$ cat config.mk
export PLATFORM = sky130hd
export DESIGN_NAME = mono_bitmap_row_run_splitter
export DESIGN_NICKNAME = d
export VERILOG_FILES = /design/src/sv/mbrs_pkg.sv /design/src/sv/mbrs_front.sv /design/src/sv/mbrs_queue.sv /design/src/sv/mbrs_back.sv /design/src/sv/mono_bitmap_row_run_splitter.sv
export SDC_FILE = /design/constraint.sdc
export NUM_CORES = 1
export LEC_CHECK = 0
export BUFFER_PORTS_ARGS = -buffer_cell sky130_fd_sc_hd__buf_2
export CORE_MARGIN = 4
export CORE_UTILIZATION = 33
export DETAILED_ROUTE_END_ITERATION = 8
export PLACE_DENSITY = 0.49
export SLEW_MARGIN = 20
export SYNTH_ARGS = -nofsm -noshare
export SYNTH_HDL_FRONTEND = slang
export SYNTH_SLANG_ARGS = --single-unit
$ cat constraint.sdc
create_clock -name clk -period 9.1 [get_ports clk]
set_clock_uncertainty 0.05 [all_clocks]
set_input_delay 0.91 -clock clk [delete_from_list [all_inputs] [get_ports clk]]
set_output_delay 0.91 -clock clk [all_outputs]
set_load 0.1 [all_outputs]
$ cat src/sv/mbrs_pkg.sv
// Shared types, register indexes and defaults for the bitmap row run splitter.
`timescale 1ns / 1ps

package mbrs_pkg;

  // Default sizing
  localparam int MAX_ROW_WIDTH_DEF = 4096;
  localparam int COLOR_BITS_DEF    = 32;
  localparam int COORD_BITS_DEF    = 16;

  // Descriptor queue depth between front and back
  localparam int QUEUE_DEPTH = 2;

  // Bit position of the leftmost pixel in a byte
  localparam logic [2:0] BIT_MSB = 3'd7;

  // Pixels in a whole byte
  localparam logic [3:0] BYTE_PIX = 4'd8;

  // Register map, byte address = 4 * index
  typedef enum logic [2:0] {
    REG_ORIGIN_X     = 3'd0,
    REG_ORIGIN_Y     = 3'd1,
    REG_ROW_WIDTH    = 3'd2,
    REG_ROW_COUNT    = 3'd3,
    REG_FIRST_OFFSET = 3'd4,
    REG_ZERO_COLOR   = 3'd5,
    REG_ONE_COLOR    = 3'd6,
    REG_TRANSP_MASK  = 3'd7
  } reg_idx_t;

  // Fixed-width configuration seen by front and back
  typedef struct packed {
    logic [15:0] origin_x;
    logic [15:0] origin_y;
    logic [12:0] row_width;
    logic [15:0] row_count;
    logic [2:0]  first_bit_offset;
    logic [1:0]  transparent_mask;
  } cfg_t;

  // Work for one accepted byte, handed from front to back
  typedef struct packed {
    logic [7:0] data_byte;
    logic [2:0] start_bit;   // bit of the first pixel used
    logic [3:0] npix;        // pixels used from this byte, 1..8
    logic       row_start;
    logic       load_y;      // first row of the area
    logic       row_end;
  } desc_t;

endpackage

$ cat src/sv/mbrs_front.sv
// Front end: accepts bytes, tracks row position and classifies each byte.
`timescale 1ns / 1ps

module mbrs_front
  import mbrs_pkg::*;
#(
  parameter int MAX_ROW_WIDTH = MAX_ROW_WIDTH_DEF
) (
  input  logic       clk,
  input  logic       rst,
  input  cfg_t       cfg,
  input  logic       in_valid,
  output logic       in_ready,
  input  logic [7:0] in_byte,
  input  logic       q_full,
  output logic       q_push,
  output desc_t      q_desc
);

  localparam int PW = $clog2(MAX_ROW_WIDTH + 1);

  logic [PW-1:0] pix_idx;
  logic [PW-1:0] pix_idx_next;
  logic [15:0]   rows_done;
  logic [PW-1:0] eff_w;
  logic [PW-1:0] remain;
  logic [3:0]    avail;
  logic [3:0]    npix;
  logic          row_start;
  logic          row_end;
  logic          area_done;
  logic          accept;

  // Row width with zero lifted to one and large values saturated
  always_comb begin
    if (cfg.row_width == 13'd0) begin
      eff_w = PW'(1);
    end else if (32'(cfg.row_width) > 32'(MAX_ROW_WIDTH)) begin
      eff_w = PW'(MAX_ROW_WIDTH);
    end else begin
      eff_w = PW'(cfg.row_width);
    end
  end

  // Classify the incoming byte
  always_comb begin
    row_start    = (pix_idx == '0);
    remain       = eff_w - pix_idx;
    avail        = row_start ? (BYTE_PIX - {1'b0, cfg.first_bit_offset}) : BYTE_PIX;
    row_end      = (32'(remain) <= 32'(avail));
    npix         = row_end ? 4'(remain) : avail;
    pix_idx_next = row_end ? '0 : (pix_idx + PW'(npix));
  end

  assign area_done = (rows_done >= cfg.row_count);
  assign in_ready  = !q_full;
  assign accept    = in_valid && in_ready;
  assign q_push    = accept && !area_done;

  always_comb begin
    q_desc.data_byte = in_byte;
    q_desc.start_bit = row_start ? (BIT_MSB - cfg.first_bit_offset) : BIT_MSB;
    q_desc.npix      = npix;
    q_desc.row_start = row_start;
    q_desc.load_y    = (rows_done == 16'd0);
    q_desc.row_end   = row_end;
  end

  // Row position; bytes after the area is finished leave it untouched
  always_ff @(posedge clk) begin
    if (rst) begin
      pix_idx   <= '0;
      rows_done <= '0;
    end else if (q_push) begin
      pix_idx <= pix_idx_next;
      if (row_end) begin
        rows_done <= rows_done + 16'd1;
      end
    end
  end

endmodule

$ cat src/sv/mbrs_queue.sv
// Short descriptor queue between front and back.
`timescale 1ns / 1ps

module mbrs_queue
  import mbrs_pkg::*;
(
  input  logic  clk,
  input  logic  rst,
  input  logic  push,
  input  desc_t push_desc,
  output logic  full,
  input  logic  pop,
  output logic  head_valid,
  output desc_t head_desc
);

  localparam int PTR_W = (QUEUE_DEPTH > 1) ? $clog2(QUEUE_DEPTH) : 1;
  localparam int CNT_W = $clog2(QUEUE_DEPTH + 1);

  desc_t            slots [QUEUE_DEPTH];
  logic [PTR_W-1:0] wr_ptr;
  logic [PTR_W-1:0] rd_ptr;
  logic [CNT_W-1:0] count;

  assign full       = (count == CNT_W'(QUEUE_DEPTH));
  assign head_valid = (count != '0);
  assign head_desc  = slots[rd_ptr];

  // Storage
  always_ff @(posedge clk) begin
    if (push) begin
      slots[wr_ptr] <= push_desc;
    end
  end

  // Pointers and fill count
  always_ff @(posedge clk) begin
    if (rst) begin
      wr_ptr <= '0;
      rd_ptr <= '0;
      count  <= '0;
    end else begin
      if (push) begin
        wr_ptr <= (wr_ptr == PTR_W'(QUEUE_DEPTH - 1)) ? '0 : wr_ptr + PTR_W'(1);
      end
      if (pop) begin
        rd_ptr <= (rd_ptr == PTR_W'(QUEUE_DEPTH - 1)) ? '0 : rd_ptr + PTR_W'(1);
      end
      if (push && !pop) begin
        count <= count + CNT_W'(1);
      end else if (pop && !push) begin
        count <= count - CNT_W'(1);
      end
    end
  end

endmodule

$ cat src/sv/mbrs_back.sv
// Back end: walks a queued byte one pixel per cycle unless a held result stalls; closes runs, drives results.
`timescale 1ns / 1ps

module mbrs_back
  import mbrs_pkg::*;
#(
  parameter int MAX_ROW_WIDTH = MAX_ROW_WIDTH_DEF,
  parameter int COLOR_BITS    = COLOR_BITS_DEF,
  parameter int COORD_BITS    = COORD_BITS_DEF
) (
  input  logic                  clk,
  input  logic                  rst,
  input  cfg_t                  cfg,
  input  logic [COLOR_BITS-1:0] zero_color,
  input  logic [COLOR_BITS-1:0] one_color,
  input  logic                  q_valid,
  input  desc_t                 q_desc,
  output logic                  q_pop,
  output logic                  out_valid,
  input  logic                  out_ready,
  output logic [COORD_BITS-1:0] out_x,
  output logic [COORD_BITS-1:0] out_y,
  output logic [12:0]           out_len,
  output logic [COLOR_BITS-1:0] out_color,
  output logic                  out_last
);

  localparam int PW = $clog2(MAX_ROW_WIDTH + 1);

  // Run state
  logic [2:0]            step;
  logic [2:0]            step_next;
  logic                  flush;
  logic                  flush_next;
  logic                  cur_val;
  logic                  cur_val_next;
  logic [PW-1:0]         cur_run;
  logic [PW-1:0]         cur_run_next;
  logic [COORD_BITS-1:0] run_start;
  logic [COORD_BITS-1:0] run_start_next;
  logic [COORD_BITS-1:0] row_y;
  logic [COORD_BITS-1:0] row_y_next;

  // Held result, waiting to learn whether it is the last of its byte
  logic                  hv;
  logic                  h_last;
  logic [COORD_BITS-1:0] h_x;
  logic [COORD_BITS-1:0] h_y;
  logic [12:0]           h_len;
  logic [COLOR_BITS-1:0] h_color;

  // Step decode
  logic                  pix;
  logic                  first;
  logic                  last_bit;
  logic                  end_byte;
  logic                  emit;
  logic                  visible;
  logic                  step_go;
  logic                  out_free;
  logic                  push_out;
  logic [COORD_BITS-1:0] eff_start;
  logic [COORD_BITS-1:0] eff_y;
  logic [COORD_BITS-1:0] c_x;
  logic [COORD_BITS-1:0] c_y;

  assign pix      = q_desc.data_byte[q_desc.start_bit - step];
  assign first    = q_desc.row_start && (step == 3'd0) && !flush;
  assign last_bit = (step == 3'(q_desc.npix - 4'd1));
  assign end_byte = flush || (last_bit && !q_desc.row_end);

  assign eff_start = first ? COORD_BITS'(cfg.origin_x) : run_start;
  assign eff_y     = (first && q_desc.load_y) ? COORD_BITS'(cfg.origin_y) : row_y;

  // One pixel, or the row-end flush, per step
  always_comb begin
    emit           = 1'b0;
    c_x            = eff_start;
    c_y            = eff_y;
    cur_val_next   = cur_val;
    cur_run_next   = cur_run;
    run_start_next = eff_start;
    row_y_next     = eff_y;
    if (flush) begin
      emit         = 1'b1;
      cur_run_next = '0;
      row_y_next   = row_y + COORD_BITS'(1);
    end else if ((cur_run != '0) && (pix == cur_val)) begin
      cur_run_next = cur_run + PW'(1);
    end else begin
      emit         = (cur_run != '0);
      cur_val_next = pix;
      cur_run_next = PW'(1);
      if (cur_run != '0) begin
        run_start_next = eff_start + COORD_BITS'(cur_run);
      end
    end
  end

  assign visible  = emit && !cfg.transparent_mask[cur_val];
  assign out_free = !out_valid || out_ready;
  assign step_go  = q_valid && (!hv || out_free);
  assign q_pop    = step_go && end_byte;
  assign push_out = hv && out_free && (h_last || (step_go && visible));

  // Step counter within a byte
  always_comb begin
    step_next  = step;
    flush_next = flush;
    if (flush) begin
      step_next  = 3'd0;
      flush_next = 1'b0;
    end else if (last_bit) begin
      step_next  = 3'd0;
      flush_next = q_desc.row_end;
    end else begin
      step_next = step + 3'd1;
    end
  end

  // Run state and step control
  always_ff @(posedge clk) begin
    if (rst) begin
      step      <= 3'd0;
      flush     <= 1'b0;
      cur_val   <= 1'b0;
      cur_run   <= '0;
      run_start <= COORD_BITS'(cfg.origin_x);
      row_y     <= COORD_BITS'(cfg.origin_y);
    end else if (step_go) begin
      step      <= step_next;
      flush     <= flush_next;
      cur_val   <= cur_val_next;
      cur_run   <= cur_run_next;
      run_start <= run_start_next;
      row_y     <= row_y_next;
    end
  end

  // Hold stage control
  always_ff @(posedge clk) begin
    if (rst) begin
      hv     <= 1'b0;
      h_last <= 1'b0;
    end else begin
      if (step_go && visible) begin
        hv     <= 1'b1;
        h_last <= end_byte;
      end else begin
        if (push_out) begin
          hv <= 1'b0;
        end else if (step_go && end_byte && hv) begin
          h_last <= 1'b1;
        end
      end
    end
  end

  // Hold stage payload
  always_ff @(posedge clk) begin
    if (step_go && visible) begin
      h_x     <= c_x;
      h_y     <= c_y;
      h_len   <= 13'(cur_run);
      h_color <= cur_val ? one_color : zero_color;
    end
  end

  // Output register
  always_ff @(posedge clk) begin
    if (rst) begin
      out_valid <= 1'b0;
    end else if (push_out) begin
      out_valid <= 1'b1;
    end else if (out_ready) begin
      out_valid <= 1'b0;
    end
  end

  always_ff @(posedge clk) begin
    if (push_out) begin
      out_x     <= h_x;
      out_y     <= h_y;
      out_len   <= h_len;
      out_color <= h_color;
      out_last  <= h_last;
    end
  end

endmodule

$ cat src/sv/mono_bitmap_row_run_splitter.sv
// Top level: register port, front end, descriptor queue and run back end.
// Throughput: the back end steps through a byte one pixel at a time, plus a flush step at row end;
//   one result per cycle at most.
// A result passes from the queue through the back-end step, the hold stage and the output
//   register to m_tdata, and also waits for the pixels walked before its run closes.
// Reset (rst, synchronous): row and run state cleared, queue emptied, registers to defaults.
`timescale 1ns / 1ps

module mono_bitmap_row_run_splitter
  import mbrs_pkg::*;
#(
  parameter int MAX_ROW_WIDTH = MAX_ROW_WIDTH_DEF,
  parameter int COLOR_BITS    = COLOR_BITS_DEF,
  parameter int COORD_BITS    = COORD_BITS_DEF,
  parameter int OUT_W         = ((2 * COORD_BITS + 13 + COLOR_BITS + 7) / 8) * 8
) (
  input  logic             clk,
  input  logic             rst,
  // APB register port
  input  logic             psel,
  input  logic             penable,
  input  logic             pwrite,
  input  logic [4:0]       paddr,
  input  logic [31:0]      pwdata,
  output logic [31:0]      prdata,
  output logic             pready,
  // Byte stream in
  input  logic             s_tvalid,
  output logic             s_tready,
  input  logic [7:0]       s_tdata,   // data_byte
  // Run stream out
  output logic             m_tvalid,
  input  logic             m_tready,
  output logic [OUT_W-1:0] m_tdata,   // run_x, run_y, run_length, run_color, zero pad
  output logic             m_tlast
);

  cfg_t                  cfg;
  logic [COLOR_BITS-1:0] zero_color;
  logic [COLOR_BITS-1:0] one_color;
  logic                  wr_en;
  reg_idx_t              reg_idx;

  logic                  q_push;
  logic                  q_full;
  logic                  q_pop;
  logic                  q_valid;
  desc_t                 push_desc;
  desc_t                 head_desc;

  logic [COORD_BITS-1:0] run_x;
  logic [COORD_BITS-1:0] run_y;
  logic [12:0]           run_length;
  logic [COLOR_BITS-1:0] run_color;

  assign pready  = 1'b1;
  assign reg_idx = reg_idx_t'(paddr[4:2]);
  assign wr_en   = psel && penable && pwrite && pready;

  // Configuration registers
  always_ff @(posedge clk) begin
    if (rst) begin
      cfg.origin_x         <= '0;
      cfg.origin_y         <= '0;
      cfg.row_width        <= 13'd1;
      cfg.row_count        <= 16'd1;
      cfg.first_bit_offset <= '0;
      cfg.transparent_mask <= '0;
      zero_color           <= '0;
      one_color            <= COLOR_BITS'(1);
    end else if (wr_en) begin
      unique case (reg_idx)
        REG_ORIGIN_X:     cfg.origin_x         <= pwdata[15:0];
        REG_ORIGIN_Y:     cfg.origin_y         <= pwdata[15:0];
        REG_ROW_WIDTH:    cfg.row_width        <= pwdata[12:0];
        REG_ROW_COUNT:    cfg.row_count        <= pwdata[15:0];
        REG_FIRST_OFFSET: cfg.first_bit_offset <= pwdata[2:0];
        REG_ZERO_COLOR:   zero_color           <= COLOR_BITS'(pwdata);
        REG_ONE_COLOR:    one_color            <= COLOR_BITS'(pwdata);
        REG_TRANSP_MASK:  cfg.transparent_mask <= pwdata[1:0];
        default: ;
      endcase
    end
  end

  // Register read back
  always_comb begin
    unique case (reg_idx)
      REG_ORIGIN_X:     prdata = 32'(cfg.origin_x);
      REG_ORIGIN_Y:     prdata = 32'(cfg.origin_y);
      REG_ROW_WIDTH:    prdata = 32'(cfg.row_width);
      REG_ROW_COUNT:    prdata = 32'(cfg.row_count);
      REG_FIRST_OFFSET: prdata = 32'(cfg.first_bit_offset);
      REG_ZERO_COLOR:   prdata = 32'(zero_color);
      REG_ONE_COLOR:    prdata = 32'(one_color);
      REG_TRANSP_MASK:  prdata = 32'(cfg.transparent_mask);
      default:          prdata = '0;
    endcase
  end

  mbrs_front #(
    .MAX_ROW_WIDTH(MAX_ROW_WIDTH)
  ) u_front (
    .clk      (clk),
    .rst      (rst),
    .cfg      (cfg),
    .in_valid (s_tvalid),
    .in_ready (s_tready),
    .in_byte  (s_tdata),
    .q_full   (q_full),
    .q_push   (q_push),
    .q_desc   (push_desc)
  );

  mbrs_queue u_queue (
    .clk        (clk),
    .rst        (rst),
    .push       (q_push),
    .push_desc  (push_desc),
    .full       (q_full),
    .pop        (q_pop),
    .head_valid (q_valid),
    .head_desc  (head_desc)
  );

  mbrs_back #(
    .MAX_ROW_WIDTH(MAX_ROW_WIDTH),
    .COLOR_BITS   (COLOR_BITS),
    .COORD_BITS   (COORD_BITS)
  ) u_back (
    .clk        (clk),
    .rst        (rst),
    .cfg        (cfg),
    .zero_color (zero_color),
    .one_color  (one_color),
    .q_valid    (q_valid),
    .q_desc     (head_desc),
    .q_pop      (q_pop),
    .out_valid  (m_tvalid),
    .out_ready  (m_tready),
    .out_x      (run_x),
    .out_y      (run_y),
    .out_len    (run_length),
    .out_color  (run_color),
    .out_last   (m_tlast)
  );

  // Pack result fields, first field lowest
  assign m_tdata = OUT_W'({run_color, run_length, run_y, run_x});

endmodule

==> run_results.csv <==
group,metric,value,unit
placed_design,port_buffers,161,
setup_path,crit_family,"compound AO/OA/AOI/OAI gates",
grt,track_usage,16.81,%
placed_design,gp_congestion,0.8234,
logic_synthesis,ys_seq_area_share,54.35,%
floorplan,die_x,248.1,µm
detailed_routing,num_vias,14069,
grt,grt_pass1_wl,80450,µm
clock_network,cts_root_buf,"clkbuf_16",
floorplan,rows,87,
sta,min_period,6.151,ns
setup_path,critPathKind,"reg -> reg",
layout,fin_cells,2770,
pwr,powerDensity,242.8,mW/mm²
clock_network,cts_hold_buf,0,
sta,grt_setup_unrepaired,"no",
clock_network,htreeDepth,2,
grt,antenna_found_initial,4,
detailed_routing,routed_via_density,5.079,
grt,grt_pass1_vias,13650,
pwr,p_sw_share,30.13,%
detailed_routing,antenna_left,0,
sta,slew_headroom,34.96,%
setup_path,crit_chain,"nor4_1, a31oi_1, or2_2, ha_1, fa_1, inv_1, ha_1, nor2b_1, o21a_1, o21a_1, o21ai_0, o2111ai_1, a2111oi_2, mux2i_1, ha_1, inv_1, fa_1, inv_1, a21o_1, a21oi_1, nor3_1, a21o_1, a21oi_1",
sta,setup_viol,0,
sta,slew_viol_final,0,
pwr,intPower,3.748,mW
setup_path,cp_slowest_cell,"a2111oi_2",
sta,fmax,162.6,MHz
sta,hold_viol,0,
logic_synthesis,synth_warnings,0,
pwr,power_frac_seq,43.1,%
floorplan,dieArea,0.06156,mm²
logic_synthesis,ys_async_sr_fraction,0,%
layout,seq_area,0.01034,mm²
clock_network,path_clk_slew,0.06,ns
run_status,status,"finished, final reports clean",
clock_network,post_cts_buffers,0,
logic_synthesis,netlist_instances,1848,
clock_network,numCtsBuffers,44,
sta,holdWs,0.3544,ns
layout,area_growth,16.10,%
floorplan,boundaryPins,168,
pwr,p_comb_share,22.3,%
setup_path,cp.required,9.49,ns
setup_path,crit_path_start_kind,"flop",
setup_path,endpoint_kind,"flop",
clock_network,clk_latency,0.57,ns
grt,grt.overflow.total,0,
detailed_routing,dr.pass1.iters,5,
detailed_routing,first_iter_violations,998,
pwr,peakVddDrop,0.0001144,V
pwr,clock_power_share,34.6,%
clock_network,clockBufferDepth,3,
sta,final.period_utilization,67.59,%
worst_hold_path,hold_class,"reg -> reg",
logic_synthesis,syn_avg_cell_area,10.30,µm²
clock_network,tritoncts,"built",
layout,multi_input_area,0.008045,mm²
placed_design,dp.cells,2688,
setup_path,cp_max_fo,6,
detailed_routing,post-route-drc-count,0,
detailed_routing,drt_wl_total,52870,µm
setup_path,crit_arrival,6.54,ns
floorplan,initial_utilization,33.55,%
logic_synthesis,netlist_area,0.01903,mm²
pwr,p_switching,1.616,mW
pwr,p_total,5.364,mW
logic_synthesis,ys.flop_type,"edfxtp_1",
grt,grt_max_degree,85,
logic_synthesis,yosysUniqueCellTypes,69,
layout,fillers,5521,
run,cap_violations,0,
placed_design,post-dp-hpwl,37040,µm
setup_path,crit_buf_inv,3,
sta,tightest_slew,0.9738,ns
logic_synthesis,synth_edf_count,221,
clock_network,numClockSinks,406,
setup_path,max_stage_delay,0.90,ns
floorplan,coreArea,0.05671,mm²
floorplan,dieHeight,248.1,µm
detailed_routing,wl_per_cell,19.09,µm
layout,nets,2095,
pwr,p_leak,8.009,nW
clock_network,cts_resized,0,
layout,drive_above_1_share,17.59,%
logic_synthesis,ys_ff_latch,406,
sta,fin_tns_setup,0,ns
-- synth_stat cells (all sizes together), types with 9 or more instances --
cell	number	area, µm²
mux2	76	855.8
nand4	15	93.84
inv	69	259.0
nand3	35	175.2
nand2	332	1249
edfxtp	221	6636
nor4	25	171.4
nor2b	39	244.0
and3	11	68.82
a21oi	181	905.9
xnor2	28	245.2
dfxtp	185	3704
ha	61	763.2
mux2i	45	450.4
o22a	14	122.6
nand2b	11	68.82
a21o	13	97.59
clkbuf	82	307.8
nor3	36	185.2
o21ai	72	360.3
buf	21	118.9
o21a	9	67.56
xor2	26	235.2
or3	10	62.56
a22o	17	148.9
a22oi	16	120.1
nor2	94	352.8
-- worst paths after layout --
kind | end | cells past startpoint | slack [ns] | start
max reg2reg | u_front.pix_idx[10] | 23 | 2.95 | cfg[25]
min reg2reg | u_back.out_color[15] | 0 | 0.35 | u_back.h_color[15]
min | u_back.out_color[15] | 0 | 0.35 | u_back.h_color[15]
max | u_front.pix_idx[10] | 23 | 2.95 | cfg[25]
-- layout make-up --
type,instances,share of cell area [%]
inverters,69,1.173
flip-flops and latches,406,46.82
well taps,756,4.282
diodes,2,0.02266
multi-input cells,1272,36.42
clock buffers,69,6.010
clock inverters,11,0.7817
repair buffers,185,4.492
-- through the flow --
stage | cell area (µm²) | util, % | setup WS, ns
2_1_floorplan | 19030 | - | 0.3488
3_3_place_gp | 20580 | 36.29 | 3.149
3_5_place_dp | 20580 | 36.29 | 3.072
4_1_cts | 22080 | 38.94 | 3.031
5_1_grt | 22090 | 38.94 | 2.582
6_report | 22090 | 38.95 | 2.949
-- cell usage in the layout (no fill, tap or decap), types with 13 or more instances in the layout --
cell and count:
buf_4 24, mux2i_1 45, clkbuf_16 46, inv_1 68, o22a_1 14, xor2_1 25
edfxtp_1 221, nor4_1 24, nand3_1 35, mux2_2 75, nor2_1 90, xnor2_1 28
a21o_1 13, a22oi_1 16, nand4_1 15, clkbuf_1 14, a22o_1 17, dfxtp_1 184
nor3_1 33, nor2b_1 39, nand2_1 331, buf_2 160, a21oi_1 181, ha_1 61
o21ai_0 70
-- registers in the layout, indices dropped and copies added (netlist names), 2 cells and up, named ones only --
signal	cells
cfg	66
u_queue.slots	34
one_color	32
u_back.h_color	32
u_back.out_color	32
zero_color	32
u_back.h_x	16
u_back.h_y	16
u_back.out_x	16
u_back.out_y	16
u_back.row_y	16
u_back.run_start	16
u_front.rows_done	16
u_back.cur_run	13
u_back.h_len	13
u_back.out_len	13
u_front.pix_idx	13
u_back.step	3
u_queue.count	2
-- routing by layer --
| layer | track usage, % | routed length, µm | vias to the layer above |
|---|---|---|---|
| li1 | - | - | 6873 |
| met1 | 22.01 | 23040 | 6806 |
| met2 | 28.16 | 25700 | 297 |
| met3 | 3.337 | 2529 | 89 |
| met4 | 5.296 | 1581 | 4 |
| met5 | 0 | 27 | - |
-- power groups by stage --
stage / logic [mW] / registers, mW / clock network, mW
4_1_cts: 1.21 / 2.31 / 1.91
6_report: 1.20 / 2.31 / 1.86
3_3_place_gp: 1.19 / 2.35 / 0
5_1_grt: 1.33 / 2.33 / 1.99
3_5_place_dp: 1.21 / 2.35 / 0
2_1_floorplan: 0.885 / 2.35 / 0
-- cells by family after synthesis --
family	synth area share, %
DFF	54.35
other	0.03947
and+or+nand+nor	15.35
muxes	7.576
AOI/OAI and AO/OA	12.13
xor gates and xnor gates	2.525
buffers and inverters	3.604
adders and majority gates	4.432
Power figures use the tool's default switching activity.
